===== src/rtl/sched_pkg.sv =====
`timescale 1ns / 1ps
// ----------------------------------------------------------------------------
// sched_pkg: shared types and constants of the process scheduler
// Slot table sizing, datapath widths, codes and the structs that pass
// between the sequencer, the table memory and the arithmetic unit.
// ----------------------------------------------------------------------------
package sched_pkg;

	localparam int MAX_PROCESSES = 16;
	localparam int CLOCK_BITS    = 16;

	localparam int SLOT_W  = (MAX_PROCESSES > 1) ? $clog2(MAX_PROCESSES) : 1;
	localparam int CNT_W   = $clog2(MAX_PROCESSES + 1);
	localparam int WGT_W   = 8;
	localparam int RND_W   = 16;
	localparam int DIV_W   = $clog2(RND_W);
	localparam int SUM_W   = $clog2(MAX_PROCESSES * ((1 << WGT_W) - 1) + 1);
	localparam int ALU_W   = (CLOCK_BITS > SUM_W + 1) ? CLOCK_BITS : SUM_W + 1;
	localparam int TS_W    = 8;
	localparam int POL_W   = 2;
	localparam int MODE_W  = 2;

	// stream and register port widths (fixed by the item layout)
	localparam int IN_W    = 48;
	localparam int OUT_W   = 8;
	localparam int PADDR_W = 3;
	localparam int PDATA_W = 32;

	typedef logic [SLOT_W-1:0]     slot_t;
	typedef logic [CNT_W-1:0]      cnt_t;
	typedef logic [CLOCK_BITS-1:0] clk_t;
	typedef logic [WGT_W-1:0]      wgt_t;
	typedef logic [SUM_W-1:0]      sum_t;
	typedef logic [ALU_W-1:0]      alu_t;
	typedef logic [TS_W-1:0]       ts_t;

	typedef enum logic [MODE_W-1:0] {
		MODE_LOAD    = 2'd0,
		MODE_TICK    = 2'd1,
		MODE_RESTART = 2'd2,
		MODE_CLEAR   = 2'd3
	} mode_t;

	typedef enum logic [POL_W-1:0] {
		POL_PRIO = 2'd0,
		POL_RR   = 2'd1,
		POL_LOT  = 2'd2
	} policy_t;

	localparam logic REG_POLICY = 1'b0;
	localparam logic REG_SLICE  = 1'b1;

	typedef enum logic [3:0] {
		ST_IDLE,
		ST_SCAN,
		ST_DECIDE,
		ST_DIV,
		ST_RR,
		ST_RUN_RD,
		ST_RUN_INC,
		ST_RUN_CMP,
		ST_FIN
	} state_t;

	typedef enum logic [1:0] {
		SK_PRIO,
		SK_SUM,
		SK_LOT
	} scan_kind_t;

	typedef enum logic {
		ALU_ADD,
		ALU_SUB
	} alu_op_t;

	typedef struct packed {
		alu_op_t op;
		alu_t    a;
		alu_t    b;
	} alu_req_t;

	typedef struct packed {
		alu_t y;
		logic carry;     // add: overflow, sub: a >= b
	} alu_rsp_t;

	typedef struct packed {
		logic  tbl_we;
		logic  exec_we;
		slot_t addr;
		clk_t  total;
		wgt_t  weight;
		clk_t  exec;
	} mem_wr_t;

	typedef struct packed {
		clk_t total;
		clk_t exec;
		wgt_t weight;
	} mem_rd_t;

	typedef struct packed {
		logic       pad;
		logic       all_done;
		logic       fin;
		logic [3:0] slot;
		logic       ran;
	} result_t;

	function automatic slot_t slot_inc(input slot_t s);
		slot_t r;
		if (s == slot_t'(MAX_PROCESSES - 1)) begin
			r = '0;
		end else begin
			r = slot_t'(s + 1'b1);
		end
		return r;
	endfunction

endpackage


===== src/rtl/sched_alu.sv =====
`timescale 1ns / 1ps
// ----------------------------------------------------------------------------
// sched_alu: shared add/subtract unit
// One adder used by every scan, the remainder steps and the clock update.
// ----------------------------------------------------------------------------
module sched_alu (
	input  sched_pkg::alu_req_t req,
	output sched_pkg::alu_rsp_t rsp
);

	logic                       sub;
	logic [sched_pkg::ALU_W-1:0] b_in;
	logic [sched_pkg::ALU_W:0]   total;

	assign sub   = (req.op == sched_pkg::ALU_SUB);
	assign b_in  = sub ? ~req.b : req.b;
	assign total = {1'b0, req.a} + {1'b0, b_in} + {{sched_pkg::ALU_W{1'b0}}, sub};

	assign rsp.y     = total[sched_pkg::ALU_W-1:0];
	assign rsp.carry = total[sched_pkg::ALU_W];

endmodule


===== src/rtl/sched_mem.sv =====
`timescale 1ns / 1ps
// ----------------------------------------------------------------------------
// sched_mem: process slot tables
// Total clocks, clocks run and weight per slot; one write address, one
// registered read port.
// ----------------------------------------------------------------------------
module sched_mem (
	input  logic               clk,
	input  sched_pkg::mem_wr_t wr,
	input  sched_pkg::slot_t   raddr,
	output sched_pkg::mem_rd_t rd
);

	sched_pkg::clk_t total_mem  [sched_pkg::MAX_PROCESSES];
	sched_pkg::clk_t exec_mem   [sched_pkg::MAX_PROCESSES];
	sched_pkg::wgt_t weight_mem [sched_pkg::MAX_PROCESSES];

	always_ff @(posedge clk) begin
		if (wr.tbl_we) begin
			total_mem[wr.addr]  <= wr.total;
			weight_mem[wr.addr] <= wr.weight;
		end
		if (wr.exec_we) begin
			exec_mem[wr.addr] <= wr.exec;
		end
		rd.total  <= total_mem[raddr];
		rd.exec   <= exec_mem[raddr];
		rd.weight <= weight_mem[raddr];
	end

endmodule


===== src/rtl/multi_policy_process_scheduler.sv =====
`timescale 1ns / 1ps
// ----------------------------------------------------------------------------
// multi_policy_process_scheduler: priority / round-robin / lottery scheduler
// Holds a table of process slots and runs one clock of one process per tick
// beat, choosing it by the policy register. All table work goes through one
// shared adder under a small sequencer.
// ----------------------------------------------------------------------------
//
//  channel  dir  signals                         beat contents
//  s_axis   in   tvalid tready tdata[47:0] tuser  one command (load/tick/restart/clear)
//  m_axis   out  tvalid tready tdata[7:0]         one result per command
//  apb      in   psel penable pwrite paddr ...    policy @0x0, time_slice @0x4
//
//  Per command (N = slot count, 16 here): load, restart, clear: no scan.
//    Priority tick: one scan of N slots. Round-robin tick: no search while
//    a slice continues, up to N slots searched for a new slice. Lottery
//    tick starting a slice: sum scan, 16-step remainder, draw scan, bound
//    by the single table read port and the shared adder.
//  Reset clears slot valid bits and slice state at once; no clearing pass.
//  A result waits in the output register; the next command is taken while
//  it waits, and the sequencer stalls in its final state until it drains.
//
module multi_policy_process_scheduler (
	input  logic                          clk,
	input  logic                          arst_n,
	// command stream
	input  logic                          s_axis_tvalid,
	output logic                          s_axis_tready,
	// tdata: slot[3:0], total_clocks[19:4], weight[27:20], random_value[43:28], zero
	input  logic [sched_pkg::IN_W-1:0]    s_axis_tdata,
	// tuser: mode[1:0]
	input  logic [sched_pkg::MODE_W-1:0]  s_axis_tuser,
	// result stream
	output logic                          m_axis_tvalid,
	input  logic                          m_axis_tready,
	// tdata: ran_valid[0], ran_slot[4:1], slot_finished[5], all_done[6], zero[7]
	output logic [sched_pkg::OUT_W-1:0]   m_axis_tdata,
	// register port
	input  logic                          psel,
	input  logic                          penable,
	input  logic                          pwrite,
	input  logic [sched_pkg::PADDR_W-1:0] paddr,
	input  logic [sched_pkg::PDATA_W-1:0] pwdata,
	output logic [sched_pkg::PDATA_W-1:0] prdata,
	output logic                          pready
);

	localparam int N = sched_pkg::MAX_PROCESSES;

	// command fields
	sched_pkg::mode_t  mode_in;
	logic [3:0]        slot_in;
	logic [15:0]       tot_in;
	sched_pkg::wgt_t   wgt_in;
	logic [15:0]       rnd_in;
	logic              slot_ok;
	sched_pkg::slot_t  slot_idx;
	sched_pkg::clk_t   tot_clk;
	logic              accept;

	assign mode_in  = sched_pkg::mode_t'(s_axis_tuser);
	assign slot_in  = s_axis_tdata[3:0];
	assign tot_in   = s_axis_tdata[19:4];
	assign wgt_in   = s_axis_tdata[27:20];
	assign rnd_in   = s_axis_tdata[43:28];
	assign slot_ok  = (32'(slot_in) < N);
	assign slot_idx = sched_pkg::slot_t'(slot_in);
	assign tot_clk  = sched_pkg::clk_t'(tot_in);
	assign accept   = s_axis_tvalid && s_axis_tready;

	// registers
	sched_pkg::state_t     state_q, state_d;
	logic [sched_pkg::POL_W-1:0] policy_q;
	sched_pkg::ts_t        tslice_q;
	logic [N-1:0]          valid_q;   // slot loaded
	logic [N-1:0]          done_q;    // clocks run reached total
	logic [N-1:0]          nz_q;      // total is nonzero
	logic [N-1:0]          ez_q;      // clocks run reads as zero (after load/restart)
	sched_pkg::slot_t      cur_q;
	sched_pkg::ts_t        slice_cnt_q;
	logic                  slice_act_q;
	sched_pkg::scan_kind_t scan_kind_q;
	sched_pkg::cnt_t       cnt_q;
	sched_pkg::slot_t      idx_s1;
	sched_pkg::slot_t      rr_idx_q;
	sched_pkg::wgt_t       best_w_q;
	logic                  have_q;
	sched_pkg::sum_t       sum_q;
	sched_pkg::sum_t       rem_q;
	logic [sched_pkg::RND_W-1:0] rnd_q;
	logic [sched_pkg::DIV_W-1:0] div_cnt_q;
	sched_pkg::slot_t      pick_q;
	sched_pkg::clk_t       exec_new_q;
	sched_pkg::clk_t       total_q;
	logic                  res_ran_q;
	logic                  res_fin_q;
	logic                  m_valid_q;
	sched_pkg::result_t    m_data_q;

	// shared units
	sched_pkg::alu_req_t alu_req;
	sched_pkg::alu_rsp_t alu_rsp;
	sched_pkg::mem_wr_t  mem_wr;
	sched_pkg::mem_rd_t  mem_rd;
	sched_pkg::slot_t    raddr;

	sched_alu u_alu (
		.req (alu_req),
		.rsp (alu_rsp)
	);

	sched_mem u_mem (
		.clk   (clk),
		.wr    (mem_wr),
		.raddr (raddr),
		.rd    (mem_rd)
	);

	// derived status
	logic [N-1:0]     un;
	sched_pkg::ts_t   ts_eff;
	sched_pkg::ts_t   cnt_new;
	logic             cont;
	logic             scan_last;
	logic             scan_proc;
	logic             el_un;
	sched_pkg::clk_t  exec_old;
	logic             fin_go;
	logic             cfg_wr;
	logic             run_fin;
	logic             slice_end;

	assign un        = valid_q & ~done_q;
	assign ts_eff    = (tslice_q == '0) ? sched_pkg::ts_t'(1) : tslice_q;
	assign cnt_new   = sched_pkg::ts_t'(slice_cnt_q + 1'b1);
	assign cont      = slice_act_q && un[cur_q] && (slice_cnt_q < ts_eff);
	assign scan_last = (cnt_q == sched_pkg::cnt_t'(N));
	assign scan_proc = (cnt_q != '0);
	assign el_un     = un[idx_s1];
	assign exec_old  = ez_q[pick_q] ? '0 : mem_rd.exec;
	assign fin_go    = !m_valid_q || m_axis_tready;
	assign cfg_wr    = psel && penable && pwrite && pready;
	assign run_fin   = alu_rsp.carry;  // clocks run >= total in the compare step
	assign slice_end = run_fin || (cnt_new >= ts_eff);

	// sequencer: next state, table read address, adder and table writes
	always_comb begin
		state_d       = state_q;
		s_axis_tready = 1'b0;
		raddr         = pick_q;
		alu_req.op    = sched_pkg::ALU_ADD;
		alu_req.a     = '0;
		alu_req.b     = '0;
		mem_wr        = '0;
		case (state_q)
			sched_pkg::ST_IDLE: begin
				s_axis_tready = 1'b1;
				mem_wr.addr   = slot_idx;
				mem_wr.total  = tot_clk;
				mem_wr.weight = wgt_in;
				if (accept) begin
					state_d = sched_pkg::ST_FIN;
					case (mode_in)
						sched_pkg::MODE_LOAD: begin
							mem_wr.tbl_we = slot_ok;
						end
						sched_pkg::MODE_TICK: begin
							case (policy_q)
								sched_pkg::POL_PRIO: state_d = sched_pkg::ST_SCAN;
								sched_pkg::POL_RR: begin
									state_d = cont ? sched_pkg::ST_RUN_RD : sched_pkg::ST_RR;
								end
								sched_pkg::POL_LOT: begin
									state_d = cont ? sched_pkg::ST_RUN_RD : sched_pkg::ST_SCAN;
								end
								default: state_d = sched_pkg::ST_FIN;
							endcase
						end
						default: state_d = sched_pkg::ST_FIN;
					endcase
				end
			end
			sched_pkg::ST_SCAN: begin
				raddr = cnt_q[sched_pkg::SLOT_W-1:0];
				case (scan_kind_q)
					sched_pkg::SK_PRIO: begin
						alu_req.op = sched_pkg::ALU_SUB;
						alu_req.a  = sched_pkg::alu_t'(best_w_q);
					end
					sched_pkg::SK_SUM: begin
						alu_req.op = sched_pkg::ALU_ADD;
						alu_req.a  = sched_pkg::alu_t'(sum_q);
					end
					default: begin
						alu_req.op = sched_pkg::ALU_SUB;
						alu_req.a  = sched_pkg::alu_t'(rem_q);
					end
				endcase
				alu_req.b = sched_pkg::alu_t'(mem_rd.weight);
				if (scan_last) begin
					state_d = sched_pkg::ST_DECIDE;
				end
			end
			sched_pkg::ST_DECIDE: begin
				case (scan_kind_q)
					sched_pkg::SK_SUM: begin
						state_d = (sum_q == '0) ? sched_pkg::ST_FIN : sched_pkg::ST_DIV;
					end
					default: begin
						state_d = have_q ? sched_pkg::ST_RUN_RD : sched_pkg::ST_FIN;
					end
				endcase
			end
			sched_pkg::ST_DIV: begin
				// restoring remainder step: shift in the next bit, subtract if it fits
				alu_req.op = sched_pkg::ALU_SUB;
				alu_req.a  = sched_pkg::alu_t'({rem_q, rnd_q[div_cnt_q]});
				alu_req.b  = sched_pkg::alu_t'(sum_q);
				if (div_cnt_q == '0) begin
					state_d = sched_pkg::ST_SCAN;
				end
			end
			sched_pkg::ST_RR: begin
				if (un[rr_idx_q]) begin
					state_d = sched_pkg::ST_RUN_RD;
				end else if (cnt_q == sched_pkg::cnt_t'(N - 1)) begin
					state_d = sched_pkg::ST_FIN;
				end
			end
			sched_pkg::ST_RUN_RD: begin
				state_d = sched_pkg::ST_RUN_INC;
			end
			sched_pkg::ST_RUN_INC: begin
				alu_req.op     = sched_pkg::ALU_ADD;
				alu_req.a      = sched_pkg::alu_t'(exec_old);
				alu_req.b      = sched_pkg::alu_t'(1);
				mem_wr.exec_we = 1'b1;
				mem_wr.addr    = pick_q;
				mem_wr.exec    = alu_rsp.y[sched_pkg::CLOCK_BITS-1:0];
				state_d        = sched_pkg::ST_RUN_CMP;
			end
			sched_pkg::ST_RUN_CMP: begin
				alu_req.op = sched_pkg::ALU_SUB;
				alu_req.a  = sched_pkg::alu_t'(exec_new_q);
				alu_req.b  = sched_pkg::alu_t'(total_q);
				state_d    = sched_pkg::ST_FIN;
			end
			sched_pkg::ST_FIN: begin
				if (fin_go) begin
					state_d = sched_pkg::ST_IDLE;
				end
			end
			default: state_d = sched_pkg::ST_IDLE;
		endcase
	end

	always_ff @(posedge clk or negedge arst_n) begin
		if (!arst_n) begin
			state_q <= sched_pkg::ST_IDLE;
		end else begin
			state_q <= state_d;
		end
	end

	// control state: registers, slot flags, slice bookkeeping, output valid
	always_ff @(posedge clk or negedge arst_n) begin
		if (!arst_n) begin
			policy_q    <= sched_pkg::POL_PRIO;
			tslice_q    <= sched_pkg::ts_t'(1);
			valid_q     <= '0;
			cur_q       <= '0;
			slice_cnt_q <= '0;
			slice_act_q <= 1'b0;
			m_valid_q   <= 1'b0;
		end else begin
			if (cfg_wr) begin
				if (paddr[2] == sched_pkg::REG_POLICY) begin
					policy_q <= pwdata[sched_pkg::POL_W-1:0];
				end else begin
					tslice_q <= pwdata[sched_pkg::TS_W-1:0];
				end
			end

			if (accept) begin
				case (mode_in)
					sched_pkg::MODE_LOAD: begin
						if (slot_ok) begin
							valid_q[slot_idx] <= 1'b1;
						end
					end
					sched_pkg::MODE_TICK: begin
						// undefined policy leaves the slice untouched
						if (policy_q == sched_pkg::POL_PRIO
								|| ((policy_q == sched_pkg::POL_RR
								|| policy_q == sched_pkg::POL_LOT) && !cont)) begin
							slice_act_q <= 1'b0;
							slice_cnt_q <= '0;
						end
					end
					sched_pkg::MODE_RESTART: begin
						slice_act_q <= 1'b0;
						slice_cnt_q <= '0;
					end
					default: begin
						valid_q     <= '0;
						slice_act_q <= 1'b0;
						slice_cnt_q <= '0;
						cur_q       <= '0;
					end
				endcase
			end

			// new slice found
			if (state_q == sched_pkg::ST_RR && un[rr_idx_q]) begin
				slice_act_q <= 1'b1;
				cur_q       <= rr_idx_q;
			end
			if (state_q == sched_pkg::ST_DECIDE && scan_kind_q == sched_pkg::SK_LOT
					&& have_q) begin
				slice_act_q <= 1'b1;
				cur_q       <= pick_q;
			end

			if (state_q == sched_pkg::ST_RUN_CMP) begin
				if (policy_q == sched_pkg::POL_PRIO) begin
					cur_q <= pick_q;
				end else if (slice_end) begin
					slice_act_q <= 1'b0;
					slice_cnt_q <= '0;
					if (policy_q == sched_pkg::POL_RR) begin
						cur_q <= sched_pkg::slot_inc(pick_q);
					end
				end else begin
					slice_cnt_q <= cnt_new;
				end
			end

			if (state_q == sched_pkg::ST_FIN && fin_go) begin
				m_valid_q <= 1'b1;
			end else if (m_axis_tready) begin
				m_valid_q <= 1'b0;
			end
		end
	end

	// datapath: scan accumulators, remainder, pick, per-slot flags, result
	always_ff @(posedge clk) begin
		if (accept) begin
			cnt_q       <= '0;
			have_q      <= 1'b0;
			sum_q       <= '0;
			rem_q       <= '0;
			rnd_q       <= rnd_in;
			div_cnt_q   <= sched_pkg::DIV_W'(sched_pkg::RND_W - 1);
			rr_idx_q    <= cur_q;
			pick_q      <= cur_q;
			res_ran_q   <= 1'b0;
			res_fin_q   <= 1'b0;
			scan_kind_q <= (policy_q == sched_pkg::POL_PRIO) ? sched_pkg::SK_PRIO
			                                                 : sched_pkg::SK_SUM;
			case (mode_in)
				sched_pkg::MODE_LOAD: begin
					if (slot_ok) begin
						done_q[slot_idx] <= (tot_clk == '0);
						nz_q[slot_idx]   <= (tot_clk != '0);
						ez_q[slot_idx]   <= 1'b1;
					end
				end
				sched_pkg::MODE_RESTART: begin
					ez_q   <= '1;
					done_q <= ~nz_q;
				end
				default: ;
			endcase
		end

		case (state_q)
			sched_pkg::ST_SCAN: begin
				cnt_q  <= sched_pkg::cnt_t'(cnt_q + 1'b1);
				idx_s1 <= cnt_q[sched_pkg::SLOT_W-1:0];
				if (scan_proc && el_un) begin
					case (scan_kind_q)
						sched_pkg::SK_PRIO: begin
							// strictly greater weight wins, so ties stay with the lower slot
							if (!have_q || !alu_rsp.carry) begin
								have_q   <= 1'b1;
								best_w_q <= mem_rd.weight;
								pick_q   <= idx_s1;
							end
						end
						sched_pkg::SK_SUM: begin
							sum_q <= alu_rsp.y[sched_pkg::SUM_W-1:0];
						end
						default: begin
							if (!have_q) begin
								if (!alu_rsp.carry) begin
									have_q <= 1'b1;
									pick_q <= idx_s1;
								end else begin
									rem_q <= alu_rsp.y[sched_pkg::SUM_W-1:0];
								end
							end
						end
					endcase
				end
			end
			sched_pkg::ST_DIV: begin
				if (alu_rsp.carry) begin
					rem_q <= alu_rsp.y[sched_pkg::SUM_W-1:0];
				end else begin
					rem_q <= {rem_q[sched_pkg::SUM_W-2:0], rnd_q[div_cnt_q]};
				end
				div_cnt_q <= sched_pkg::DIV_W'(div_cnt_q - 1'b1);
				if (div_cnt_q == '0) begin
					scan_kind_q <= sched_pkg::SK_LOT;
					cnt_q       <= '0;
					have_q      <= 1'b0;
				end
			end
			sched_pkg::ST_RR: begin
				if (un[rr_idx_q]) begin
					pick_q <= rr_idx_q;
				end else begin
					rr_idx_q <= sched_pkg::slot_inc(rr_idx_q);
					cnt_q    <= sched_pkg::cnt_t'(cnt_q + 1'b1);
				end
			end
			sched_pkg::ST_RUN_INC: begin
				exec_new_q   <= alu_rsp.y[sched_pkg::CLOCK_BITS-1:0];
				total_q      <= mem_rd.total;
				ez_q[pick_q] <= 1'b0;
			end
			sched_pkg::ST_RUN_CMP: begin
				done_q[pick_q] <= run_fin;
				res_ran_q      <= 1'b1;
				res_fin_q      <= run_fin;
			end
			sched_pkg::ST_FIN: begin
				if (fin_go) begin
					m_data_q.pad      <= 1'b0;
					m_data_q.all_done <= ~|un;
					m_data_q.fin      <= res_fin_q;
					m_data_q.slot     <= res_ran_q ? 4'(pick_q) : 4'd0;
					m_data_q.ran      <= res_ran_q;
				end
			end
			default: ;
		endcase
	end

	assign m_axis_tvalid = m_valid_q;
	assign m_axis_tdata  = m_data_q;
	assign pready        = 1'b1;
	assign prdata        = (paddr[2] == sched_pkg::REG_SLICE)
	                       ? sched_pkg::PDATA_W'(tslice_q)
	                       : sched_pkg::PDATA_W'(policy_q);

	// one command at a time: the sequencer leaves idle after every accept
	a_busy_after_accept: assert property (@(posedge clk) disable iff (!arst_n)
		accept |=> !s_axis_tready)
		else $error("command accepted while sequencer busy");

	a_slice_count: assert property (@(posedge clk) disable iff (!arst_n)
		(slice_cnt_q != '0) |-> slice_act_q)
		else $error("slice count without active slice");

	a_slice_slot: assert property (@(posedge clk) disable iff (!arst_n)
		slice_act_q |-> valid_q[cur_q])
		else $error("active slice on an empty slot");

	a_draw_range: assert property (@(posedge clk) disable iff (!arst_n)
		(state_q == sched_pkg::ST_SCAN && scan_kind_q == sched_pkg::SK_LOT)
		|-> (rem_q < sum_q))
		else $error("lottery draw not below ticket sum");

	a_run_unfinished: assert property (@(posedge clk) disable iff (!arst_n)
		(state_q == sched_pkg::ST_RUN_CMP) |-> un[pick_q])
		else $error("finished or empty slot chosen to run");

endmodule

===== config.mk =====
export PLATFORM = sky130hd
export DESIGN_NAME = multi_policy_process_scheduler
export DESIGN_NICKNAME = d
export VERILOG_FILES = /design/src/rtl/sched_pkg.sv /design/src/rtl/sched_alu.sv /design/src/rtl/sched_mem.sv /design/src/rtl/multi_policy_process_scheduler.sv
export SDC_FILE = /design/constraint.sdc
export NUM_CORES = 1
export LEC_CHECK = 0
export BUFFER_PORTS_ARGS = -buffer_cell sky130_fd_sc_hd__buf_2
export CELL_PAD_IN_SITES_DETAIL_PLACEMENT = 1
export CELL_PAD_IN_SITES_GLOBAL_PLACEMENT = 1
export CORE_MARGIN = 5
export CORE_UTILIZATION = 38
export CTS_BUF_LIST = sky130_fd_sc_hd__clkbuf_16
export DETAILED_ROUTE_END_ITERATION = 6
export PLACE_DENSITY_LB_ADDON = 0.15
export SYNTH_ARGS = -nofsm -noshare
export SYNTH_HDL_FRONTEND = slang
export SYNTH_SLANG_ARGS = --single-unit
export TNS_END_PERCENT = 30

===== constraint.sdc =====
create_clock -name clk -period 4.4 [get_ports clk]
set_input_delay 0.66 -clock clk [delete_from_list [all_inputs] [get_ports clk]]
set_output_delay 0.66 -clock clk [all_outputs]
set_load 0.01 [all_outputs]

Word level (Yosys, flattened, before mapping)
Memories as Yosys holds them, arrays and structs flattened. A register that Yosys moved wholly into a read port is not among the register bits.
Cells that the tools add are included.
{"block": "word_totals", "out_inout_bits": 43, "ramBits": 640, "word_cells": 255, "regBits": 205, "in_bits": 92, "n_memories": 3}
{"block": "op_classes", "bitwise": 10, "n_eq_ne": 23, "magnitude_cmp": 10, "addsub": 7, "n_reduce_logical": 47, "mux": 125}
{"name": "u_mem.exec_mem", "words": 16, "width": 16, "rd": 1, "rd_clocked_by_memory_dff": 1, "write_ports": 1, "line_no": "sched_mem.sv:15", "source": "sched_pkg::clk_t exec_mem [sched_pkg::MAX_PROCESSES];"}
{"name": "u_mem.total_mem", "words": 16, "width": 16, "rd": 1, "rd_clocked_by_memory_dff": 1, "write_ports": 1, "line_no": "sched_mem.sv:14", "source": "sched_pkg::clk_t total_mem [sched_pkg::MAX_PROCESSES];"}
{"name": "u_mem.weight_mem", "words": 16, "width": 8, "rd": 1, "rd_clocked_by_memory_dff": 1, "write_ports": 1, "line_no": "sched_mem.sv:16", "source": "sched_pkg::wgt_t weight_mem [sched_pkg::MAX_PROCESSES];"}
{"cell": "33-bit case mux with 4 select lines", "n": 1}
{"cell": "4-bit 2-to-1 mux", "n": 32}
{"cell": "12-bit 2-to-1 mux", "n": 10}
{"cell": "16-bit 2-to-1 mux", "n": 7}
{"cell": "16-bit case mux with 2 select lines", "n": 3}
{"cell": "16-bit NOT", "n": 4}
{"cell": "8-bit 2-to-1 mux", "n": 7}
{"cell": "16-bit bitwise mux", "n": 3}
{"cell": "4-bit case mux with 9 select lines", "n": 1}
{"cell": "1-bit 2-to-1 mux", "n": 35}
{"cell": "17-bit case mux with 2 select lines", "n": 1}
{"cell": "16-bit AND", "n": 2}
{"cell": "16-bit OR", "n": 2}
{"cell": "4-bit by 5-bit less-than comparator with 1-bit output (second input constant)", "n": 6}
{"cell": "24-bit 2-to-1 mux", "n": 1}
{"cell": "12-bit case mux with 2 select lines", "n": 1}
{"cell": "4-bit case mux with 2 select lines", "n": 3}
{"cell": "1-bit binary-select mux with 4-bit select", "n": 5}
{"cell": "16-bit by 16-bit adder with 17-bit output", "n": 1}
{"cell": "17-bit by 1-bit adder with 17-bit output", "n": 1}
{"cell": "4-bit by 3-bit equality test with 1-bit output (second input constant)", "n": 4}
{"cell": "16-bit zero test", "n": 1}
{"cell": "8-bit case mux with 2 select lines", "n": 1}
{"cell": "16-bit nonzero test", "n": 1}
{"cell": "other kinds (39)", "n": 89}

Longest topological paths before layout
Gate-level depths: netlist of run 1.
{"block": "logic_depth", "ltp_word": 17, "ltp_mapped": 20, "mapped_depth_nobuf": 16}

Hierarchy
From an unflattened synthesis of run 1, not the netlist that was laid out.
{"block": "unflattened", "cells_unflattened": 2393, "hier_area_um2": 37750.0}
{"module": "sched_mem", "instances": 1, "seq_area_each_um2": 20019.2, "cells_per_inst": 1065, "area_per_inst_um2": 25230.4}
{"module": "multi_policy_process_scheduler", "instances": 1, "seq_area_each_um2": 5206.2, "cells_per_inst": 1216, "area_per_inst_um2": 11613.6}
{"module": "sched_alu", "instances": 1, "seq_area_each_um2": 0.0, "cells_per_inst": 112, "area_per_inst_um2": 905.9}

Worst setup path before layout of run 1
No wires, ideal clock.
{"block": "synth_path", "kind": "reg-to-reg", "startpoint": "register state_q[3]", "endpoint": "register best_w_q[0] (enable)", "n_path_buf": 5, "synth_period_minus_slack_ps": 4505, "setup_time_ps": 395, "path_slack_ps": -105, "required_ps": 4005, "path_stages_with_launch": 17, "arrival_time_ps": 4110, "cell_sequence": "dfrtp_1 buf_2 nor2_2 nand2_1 inv_2 buf_2 clkbuf_1 buf_1 a222oi_1 o21ai_0 ha_1 buf_2 a2111o_1 o2111ai_2 a211o_1 a21oi_1 nor4_1"}
{"block": "synth_between", "elab_chain_cells": 9, "word_cells_on_any_way": 12, "classes_between": "add/sub (2); eq/ne (4); mux (2); bitwise (1); reduce/logical (3)"}
{"element": "start, declared", "line_no": "multi_policy_process_scheduler.sv:72", "source": "sched_pkg::state_t state_q, state_d;"}
{"element": "start signal, assigned", "line_no": "multi_policy_process_scheduler.sv:259", "source": "state_q <= sched_pkg::ST_IDLE;"}
{"element": "start signal, assigned", "line_no": "multi_policy_process_scheduler.sv:261", "source": "state_q <= state_d;"}
{"element": "4-bit by 3-bit equality test with 1-bit output, or another cell as far along", "line_no": "multi_policy_process_scheduler.sv:155", "source": "case (state_q)"}
{"element": "33-bit case mux with 4 select lines", "line_no": "multi_policy_process_scheduler.sv:155"}
{"element": "16-bit NOT", "line_no": "sched_alu.sv:16", "source": "assign b_in = sub ? ~req.b : req.b;"}
{"element": "16-bit 2-to-1 mux", "line_no": "sched_alu.sv:16"}
{"element": "16-bit by 16-bit adder with 17-bit output", "line_no": "sched_alu.sv:17", "source": "assign total = {1'b0, req.a} + {1'b0, b_in} + {{sched_pkg::ALU_W{1'b0}}, sub};"}
{"element": "17-bit by 1-bit adder with 17-bit output", "line_no": "sched_alu.sv:17"}
{"element": "1-bit zero test"}
{"element": "1-bit logical OR", "line_no": "multi_policy_process_scheduler.sv:385", "source": "if (!have_q || !alu_rsp.carry) begin"}
{"element": "4-bit AND reduction (no source line) (*)"}
{"element": "end signal, assigned", "line_no": "multi_policy_process_scheduler.sv:387", "source": "best_w_q <= mem_rd.weight;"}
{"element": "end, declared", "line_no": "multi_policy_process_scheduler.sv:86", "source": "sched_pkg::wgt_t best_w_q;"}
Mark *: on every way between the ends. The rest lies on a longest branch, timed or not.
A chain may end at the register's enable or synchronous reset.

Final worst setup path of run 1
{"block": "layout_path", "startpoint": "register pick_q[1]", "endpoint": "register pick_q[1]"}
{"block": "layout_between", "elab_chain_cells": 12, "word_cells_on_any_way": 16, "classes_between": "add/sub (2); mux (12); reduce/logical (2)"}
{"element": "start, declared", "line_no": "multi_policy_process_scheduler.sv:92", "source": "sched_pkg::slot_t pick_q;"}
{"element": "start signal, assigned", "line_no": "multi_policy_process_scheduler.sv:356", "source": "pick_q <= cur_q;"}
{"element": "start signal, assigned", "line_no": "multi_policy_process_scheduler.sv:388", "source": "pick_q <= idx_s1;"}
{"element": "start signal, assigned", "line_no": "multi_policy_process_scheduler.sv:398", "source": "pick_q <= idx_s1;"}
{"element": "1-bit binary-select mux with 4-bit select", "line_no": "multi_policy_process_scheduler.sv:140", "source": "assign exec_old = ez_q[pick_q] ? '0 : mem_rd.exec;"}
{"element": "1-bit 2-to-1 mux (implied by the code)", "line_no": "multi_policy_process_scheduler.sv:140"}
{"element": "16-bit 2-to-1 mux", "line_no": "multi_policy_process_scheduler.sv:140"}
{"element": "33-bit case mux with 4 select lines", "line_no": "multi_policy_process_scheduler.sv:155"}
{"element": "16-bit by 16-bit adder with 17-bit output", "line_no": "sched_alu.sv:17"}
{"element": "17-bit by 1-bit adder with 17-bit output", "line_no": "sched_alu.sv:17"}
{"element": "1-bit zero test"}
{"element": "1-bit logical OR", "line_no": "multi_policy_process_scheduler.sv:385"}
{"element": "4-bit 2-to-1 mux", "line_no": "multi_policy_process_scheduler.sv:385"}
{"element": "4-bit case mux with 2 select lines", "line_no": "multi_policy_process_scheduler.sv:382", "source": "case (scan_kind_q)"}
{"element": "4-bit 2-to-1 mux", "line_no": "multi_policy_process_scheduler.sv:381", "source": "if (scan_proc && el_un) begin"}
{"element": "4-bit case mux with 2 select lines (*)", "line_no": "multi_policy_process_scheduler.sv:377", "source": "case (state_q)"}
Mark *: on every way between the ends. The rest lies on a longest branch, timed or not. The select of a mux whose other input is x is not followed.

==> summary.txt, run 1 <==
Outcome
  – Status: finished clean

Pwr
  – Pwr Density: 543.5 mW/mm²
  – VDD IR max: 0.3893 mV
  – Pleak: 15.82 nW
  – Final total power: 23.85 mW

Timing
  – Final Setup Violations: 0
  – Final count of pins violating max slew: 0
  – Setup tns final: 0 ps
  – Hold Violations, Final: 0
  – Min Hold Slack: 163.4 ps
  – Slew margin rel.: 24.93%
  – Final worst path period need: 4346 ps
  – Fmax: 0.2301 GHz
  – Slew of the pin with the lowest slew margin: 1114 ps
  – Final Cycle Share: 98.76%
  – Clock skew: 34.14 ps

Layout
  – Share of cells above drive strength 1: 24.28%
  – End-of-flow core utilization: 44.64%
  – Non-filler cells, final: 4047
  – Area grow syn2layout: 16.70%
  – # diodes: 0
  – # nets final: 2821

Global route
  – Total track usage: 20.32%
  – Busiest layer in global routing: met2
  – Total gr overflow: 0
  – Grt met1 use: 27.82%
  – Met3 Usage GRT: 2.707%
  – Vias in the first global route: 24160
  – Grt met2 use: 34.18%
  – Initial antenna violation count: 1
  – First-pass GRT wire length: 161.5 mm
  – Largest net degree at the start of global routing: 73

Clock network
  – CTS Buffer Depth: 3
  – Root Buffer: clkbuf_16
  – CTS tree: built
  – Htree depth: 3
  – Num CTS Buffers: 96
  – Clk_lat worst skew: 680 ps
  – CTS Sinks: 885
  – Hold-fix buffers, CTS: 0
  – Clock transition at path regs: 60 ps

Worst hold path
  – Hold Path Class: input port to register

Placed design
  – DPL Wire Length: 67.50 mm
  – Inst Count DP: 3858
  – Buffers on Ports: 78
  – Gpl congestion: 0.8715

Job
  – Max-Cap Viols: 0

Die
  – Starting density of the core: 38.25%
  – Die span in x: 324.5 µm
  – I/O pins: 135
  – Die footprint: 0.1053 mm²
  – Row count: 115
  – CORE AREA: 0.09828 mm²
  – Die Ht: 324.5 µm

Detailed routing
  – Vias: 22760
  – Final ANT Viol Nets: 0
  – Drt drc: 0
  – Iter 0 DRT Violations: 1918
  – Drt wl/cell: 26.96 µm
  – Final WL: 109.1 mm
  – Pre-Repair DR Iteration Count: 7
  – Via density: 5.625

Critical path
  – Crit path required time: 4930 ps
  – Crit-path max FO: 4
  – Crit path arrival time: 4880 ps
  – Startpoint type of the worst setup path: register
  – Crit path kind: register to register
  – CP Capture Type: register

Synthesis
  – Dominant synthesized flop cell: edfxtp_1
  – YS warnings: 0
  – Synth cell types: 94
  – Post-synthesis sequential area ratio: 67.10%
  – Gate Count Post-Synth: 2456
  – Async SR Flop Fraction: 4.972%
  – Synth Register Bits: 885
  – Mapped Area: 0.03759 mm²
  – Synthesized area per cell: 15.31 µm²
  – Number of synthesized flops with an enable pin: 728
[state kept, by name, indices dropped and copies added, names as in the netlist, 7 cells and up]
name	cells
best_w_q	8
done_q	16
exec_new_q	16
ez_q	16
m_axis_tdata	7
nz_q	16
rem_q	12
rnd_q	16
slice_cnt_q	8
sum_q	12
total_q	16
tslice_q	8
u_mem.exec_mem	256
u_mem.rd	40
u_mem.total_mem	256
u_mem.weight_mem	128
valid_q	16
[power by group]
group | switching, mW | internal (mW)
registers | 0.396 | 10.1
clock network | 3.36 | 4.60
logic | 3.24 | 2.11
total | 6.99 | 16.9
[worst max-delay path: stages (launching register included)]
cell and delay [ps]:
dfxtp_2 380, mux4_2 510, o21a_1 250, a211o_1 400, o211ai_1 250, inv_1 100, fa_2 430, nor2b_4 140
o31a_1 200, o2111ai_2 160, a211o_4 410, a21oi_2 170, o31a_1 290, buf_4 160, mux2i_1 220, o221ai_1 130
[cell type report]
class | count | area, µm²
multi-input combinational | 1363 | 11650
sequential | 885 | 25230
clock inverter | 80 | 639.4
inverter | 75 | 281.5
tap | 1287 | 1610
timing repair buffer | 258 | 1981
clock buffer | 99 | 2477
fill | 9704 | 54400
[cells in the final DEF, fill, tap and decap left out, types with 14 or more instances in the layout]
cell type	count
mux2i_1	29
a211oi_1	44
o21ai_0	82
a221oi_1	16
and3_1	14
conb_1	26
mux4_2	178
a21oi_1	76
clkinv_2	17
dfrtp_1	43
nor2_1	94
inv_1	97
o22ai_1	16
nand2_1	187
xnor2_1	23
buf_4	159
nor2_2	17
nor3_1	35
clkinv_1	21
and2_1	91
nand3_1	38
nor2b_1	16
clkbuf_16	99
buf_12	19
a222oi_1	17
nand2b_1	29
ha_1	49
buf_2	79
a31oi_1	68
dfxtp_1	111
edfxtp_1	728
[per-layer routing]
layer	routed length [µm]	share of wire, %
met1	47440	43
met2	53310	49
met4	3018	2.8
met5	0	0
met3	5338	4.9
[path summary, 6_finish.rpt]
check	from	endpoint	slack, ps	cells past startpoint
setup / recovery	pick_q[1]	pick_q[1]	50	15
hold / removal	s_axis_tdata[36]	rnd_q[8]	160	1
setup reg to reg	pick_q[1]	pick_q[1]	50	15
hold reg to reg	u_mem.rd[34]	total_q[10]	400	0
max in group asynchronous	arst_n	slice_cnt_q[2]	3510	1
min in group asynchronous	arst_n	valid_q[10]	190	1
[repair_timing]
item | 4_1_cts | 5_1_grt
pin swaps | 1 | 16
cloned | 0 | 1
gates resized for setup | 13 | 15
setup endpoints to repair | 153 | 83
setup buffers | 1 | 8
[stage by stage]
step           area (µm²)  setup WS, ps
5_1_grt             43870        -42.86
3_5_place_dp        40600        -379.2
6_report            43870         54.42
2_1_floorplan       37690         160.2
3_3_place_gp        40600        -463.9
4_1_cts             43750        -58.63
[Yosys cell counts, types with 11 or more instances]
cell type | number | share of area, %
inv_1 | 73 | 0.73
nand2_1 | 188 | 1.9
dfrtp_1 | 43 | 2.9
dfxtp_1 | 113 | 6.0
mux2_2 | 13 | 0.39
nand2b_1 | 29 | 0.48
a21o_1 | 12 | 0.24
edfxtp_1 | 728 | 58
xnor2_1 | 24 | 0.56
buf_4 | 29 | 0.58
mux2i_1 | 32 | 0.85
and3_1 | 17 | 0.28
nor3_1 | 37 | 0.49
buf_2 | 41 | 0.55
a221oi_1 | 16 | 0.37
clkbuf_1 | 70 | 0.70
ha_1 | 49 | 1.6
o22ai_1 | 16 | 0.27
nor2b_1 | 17 | 0.28
o21ai_0 | 87 | 1.2
a31oi_1 | 69 | 1.1
a21oi_1 | 78 | 1.0
mux4_2 | 178 | 11
a222oi_1 | 17 | 0.45
and2_1 | 95 | 1.6
nand3_1 | 38 | 0.51
nor2_1 | 123 | 1.2
o21a_1 | 11 | 0.22
nand4_1 | 13 | 0.22
a211oi_1 | 45 | 0.90
[kinds of logic after synthesis]
group / share of synthesized area, %
flops: 67.10
simple gates: 7.758
compound gates: 7.964
buf+inv: 2.916
mux: 11.91
fa+ha+maj: 1.684
xor+xnor: 0.6523
other cells: 0.01998
No activity file was read; power rests on OpenSTA's default activity.
==> run 2: changes to the inputs <==
--- a/config.mk
+++ b/config.mk
@@ -13,6 +13,7 @@
 export CTS_BUF_LIST = sky130_fd_sc_hd__clkbuf_16
 export DETAILED_ROUTE_END_ITERATION = 6
 export PLACE_DENSITY_LB_ADDON = 0.15
+export REMOVE_ABC_BUFFERS = 1
 export SYNTH_ARGS = -nofsm -noshare
 export SYNTH_HDL_FRONTEND = slang
 export SYNTH_SLANG_ARGS = --single-unit
==> run 2 against run 1 <==
Against the previous run: final cell count is 0.12% lower; sequential power is essentially flat; combinational power hardly changed; routed wire length decreased by 1.0%; non-clock buffer count fell by 7; sequential cell count is the same; via count is 0.74% lower; register-to-register slack gained 50 ps; utilization fell by 0.28 points; cell area fell by 0.62%; setup slack better by 52 ps; highest routed layer unchanged; maximum frequency is 1.2% higher; critical path type unchanged.
==> summary.txt, run 2 (synthesized netlist as in run 1, its figures left out) <==
Timing
  – Clock skew: 42.66 ps
  – Final Setup Violations: 0
  – Hold Violations, Final: 0
  – Slew margin rel.: 16.62%
  – Final worst path period need: 4294 ps
  – Fmax: 0.2329 GHz
  – Final count of pins violating max slew: 0
  – Slew of the pin with the lowest slew margin: 1238 ps
  – Final Cycle Share: 97.58%

Die
  – I/O pins: 135
  – Die footprint: 0.1053 mm²
  – Die Ht: 324.5 µm
  – Starting density of the core: 38.25%
  – CORE AREA: 0.09828 mm²
  – Die span in x: 324.5 µm
  – Row count: 115

Detailed routing
  – Final ANT Viol Nets: 0
  – Final WL: 108.0 mm
  – Iter 0 DRT Violations: 1671
  – Drt wl/cell: 26.72 µm
  – Drt drc: 0
  – Vias: 22600
  – Via density: 5.590
  – Pre-Repair DR Iteration Count: 7

Global route
  – Total track usage: 20.12%
  – Initial antenna violation count: 3
  – First-pass GRT wire length: 159.9 mm
  – Largest net degree at the start of global routing: 81
  – Total gr overflow: 0
  – Vias in the first global route: 24040

Layout
  – Most frequent cells in the layout: edfxtp_1, nand2_1, mux4_2
  – Most common cell after layout, fill and taps aside: edfxtp_1
  – # nets final: 2814
  – Share of cells above drive strength 1: 23.49%
  – Area grow syn2layout: 15.98%
  – Non-filler cells, final: 4042
  – Regs by FF count: u_mem.exec_mem: 256 flops, u_mem.total_mem: 256 flops, u_mem.weight_mem: 128 flops
  – # fillers: 9654
  – Fin area: 0.04360 mm²

Clock network
  – Clock transition at path regs: 60 ps
  – Num CTS Buffers: 96
  – CTS tree: built
  – Clk_lat worst skew: 700 ps
  – CTS Sinks: 885
  – Htree depth: 3
  – Root Buffer: clkbuf_16
  – CTS Buffer Depth: 3

Critical path
  – Cell mode on critical path: buf_4
  – Crit-path max FO: 5
  – Reg2reg start: pick_q[0]
  – Crit path required time: 4950 ps
  – Buf/Inv on CP: 2
  – Worst R2R Setup Slack: 110 ps
  – Startpoint type of the worst setup path: register
  – Crit path kind: register to register
  – Reg2Reg Depth: 15
  – Slowest stage delay, CP: 540 ps
  – Slowest CP cell: mux4_2
  – Crit path arrival time: 4850 ps
  – Critical Path, Cell by Cell: mux4_2 -> mux2i_4 -> nor2_1 -> a211o_2 -> buf_4 -> o21ai_0 -> ha_1 -> a2111o_1 -> o2111ai_2 -> a211o_4 -> a21oi_4 -> o31a_1 -> buf_4 -> a21o_1 -> a221o_1
  – CP Capture Type: register
  – CP top delay family: compound AO/OA/AOI/OAI gates
  – Reg-to-reg critical path endpoint: pick_q[2]

Outcome
  – Status: finished clean

Pwr
  – Pwr Density: 532.4 mW/mm²
  – Final total power: 23.21 mW
  – VDD IR max: 0.3273 mV
  – Pleak: 15.69 nW

Worst hold path
  – Hold Path Class: input port to register
  – Worst hold path depth: 1
  – Hold Crit Start: s_axis_tdata[38]
  – Hold Path Sink: rnd_q[10]

Placed design
  – Gpl congestion: 0.8494
  – DP Area: 0.04058 mm²
  – DPL Wire Length: 66.49 mm
  – Buffers on Ports: 78
  – Inst Count DP: 3856

Job
  – Max-Cap Viols: 0
-- run 2: cell types whose count changed in the layout (fill, tap and decap cells not counted), moves of 3 or more --
| cell | change |
|---|---|
| buf_4 | -6 |
| bufinv_16 | -8 |
| clkbuf_16 | -3 |
| clkinv_1 | +8 |
| clkinv_2 | -7 |
| inv_1 | +12 |
-- run 2: layout make-up --
class / count / area, µm² / area share [%]
clock inverter: 84 / 466.7 / 1.070
sequential: 885 / 25230 / 57.87
clock buffer: 96 / 2402 / 5.510
antenna: 1 / 2.502 / 0.005740
tap: 1287 / 1610 / 3.693
inverter: 75 / 281.5 / 0.6457
multi-input combinational: 1363 / 11670 / 26.77
timing repair buffer: 251 / 1931 / 4.428
-- run 2: worst reg2reg max path: stages (launching register included) --
cell and delay [ps]:
dfxtp_4 380, mux4_2 540, mux2i_4 190, nor2_1 60
a211o_2 340, buf_4 170, o21ai_0 160, ha_1 280
a2111o_1 390, o2111ai_2 280, a211o_4 250, a21oi_4 70
o31a_1 400, buf_4 180, a21o_1 180, a221o_1 310
-- run 2: how the worst max path moves through the flow --
stage,startpoint,endpoint,slack [ps],depth (start not counted)
detailed placement,pick_q[0],rem_q[5],-310,17
global route,div_cnt_q[0],pick_q[2],-7,16
global placement,pick_q[0],rem_q[5],-240,16
floorplan,state_q[3],u_mem.rd[0],-5970,9
finish,pick_q[0],pick_q[2],110,15
CTS,pick_q[1],pick_q[3],-10,16
-- run 2: metal layers --
metal  wire [µm]  share of wire, %  vias up  global-route usage [%]
li1            -                 -     9961                       -
met1       47880                44    11910                   27.80
met2       52620                49      554                   33.45
met3        4487               4.2      167                   2.823
met4        3003               2.8        0                   5.966
met5           0                 0        -                       0
-- run 2: power breakdown --
part / switching [mW] / internal [mW]
combinational: 3.23 / 2.11
clock: 3.32 / 4.02
sequential: 0.400 / 10.1
total: 6.94 / 16.3
-- run 2: timing repair --
action | in CTS | in global routing
hold buffers | 0 | 0
setup endpoints to repair | 128 | 157
buffers inserted | 0 | 5
resized for setup | 12 | 18
pin swaps | 1 | 13
-- run 2: through the flow --
| step | utilization, % | TNS (ps) | hold WS, ps | worst slack, ps |
|---|---|---|---|---|
| 6_report | 44.36 | 0 | 162.5 | 106.3 |
| 5_1_grt | 44.36 | -7.410 | 132.4 | -7.410 |
| 4_1_cts | 44.25 | -9.683 | 128.6 | -9.683 |
| 3_5_place_dp | 41.29 | -22360 | 391.0 | -311.6 |
| 3_3_place_gp | 41.29 | -9545 | 390.5 | -242.6 |
| 2_1_floorplan | - | -245670 | 364.4 | -5971 |
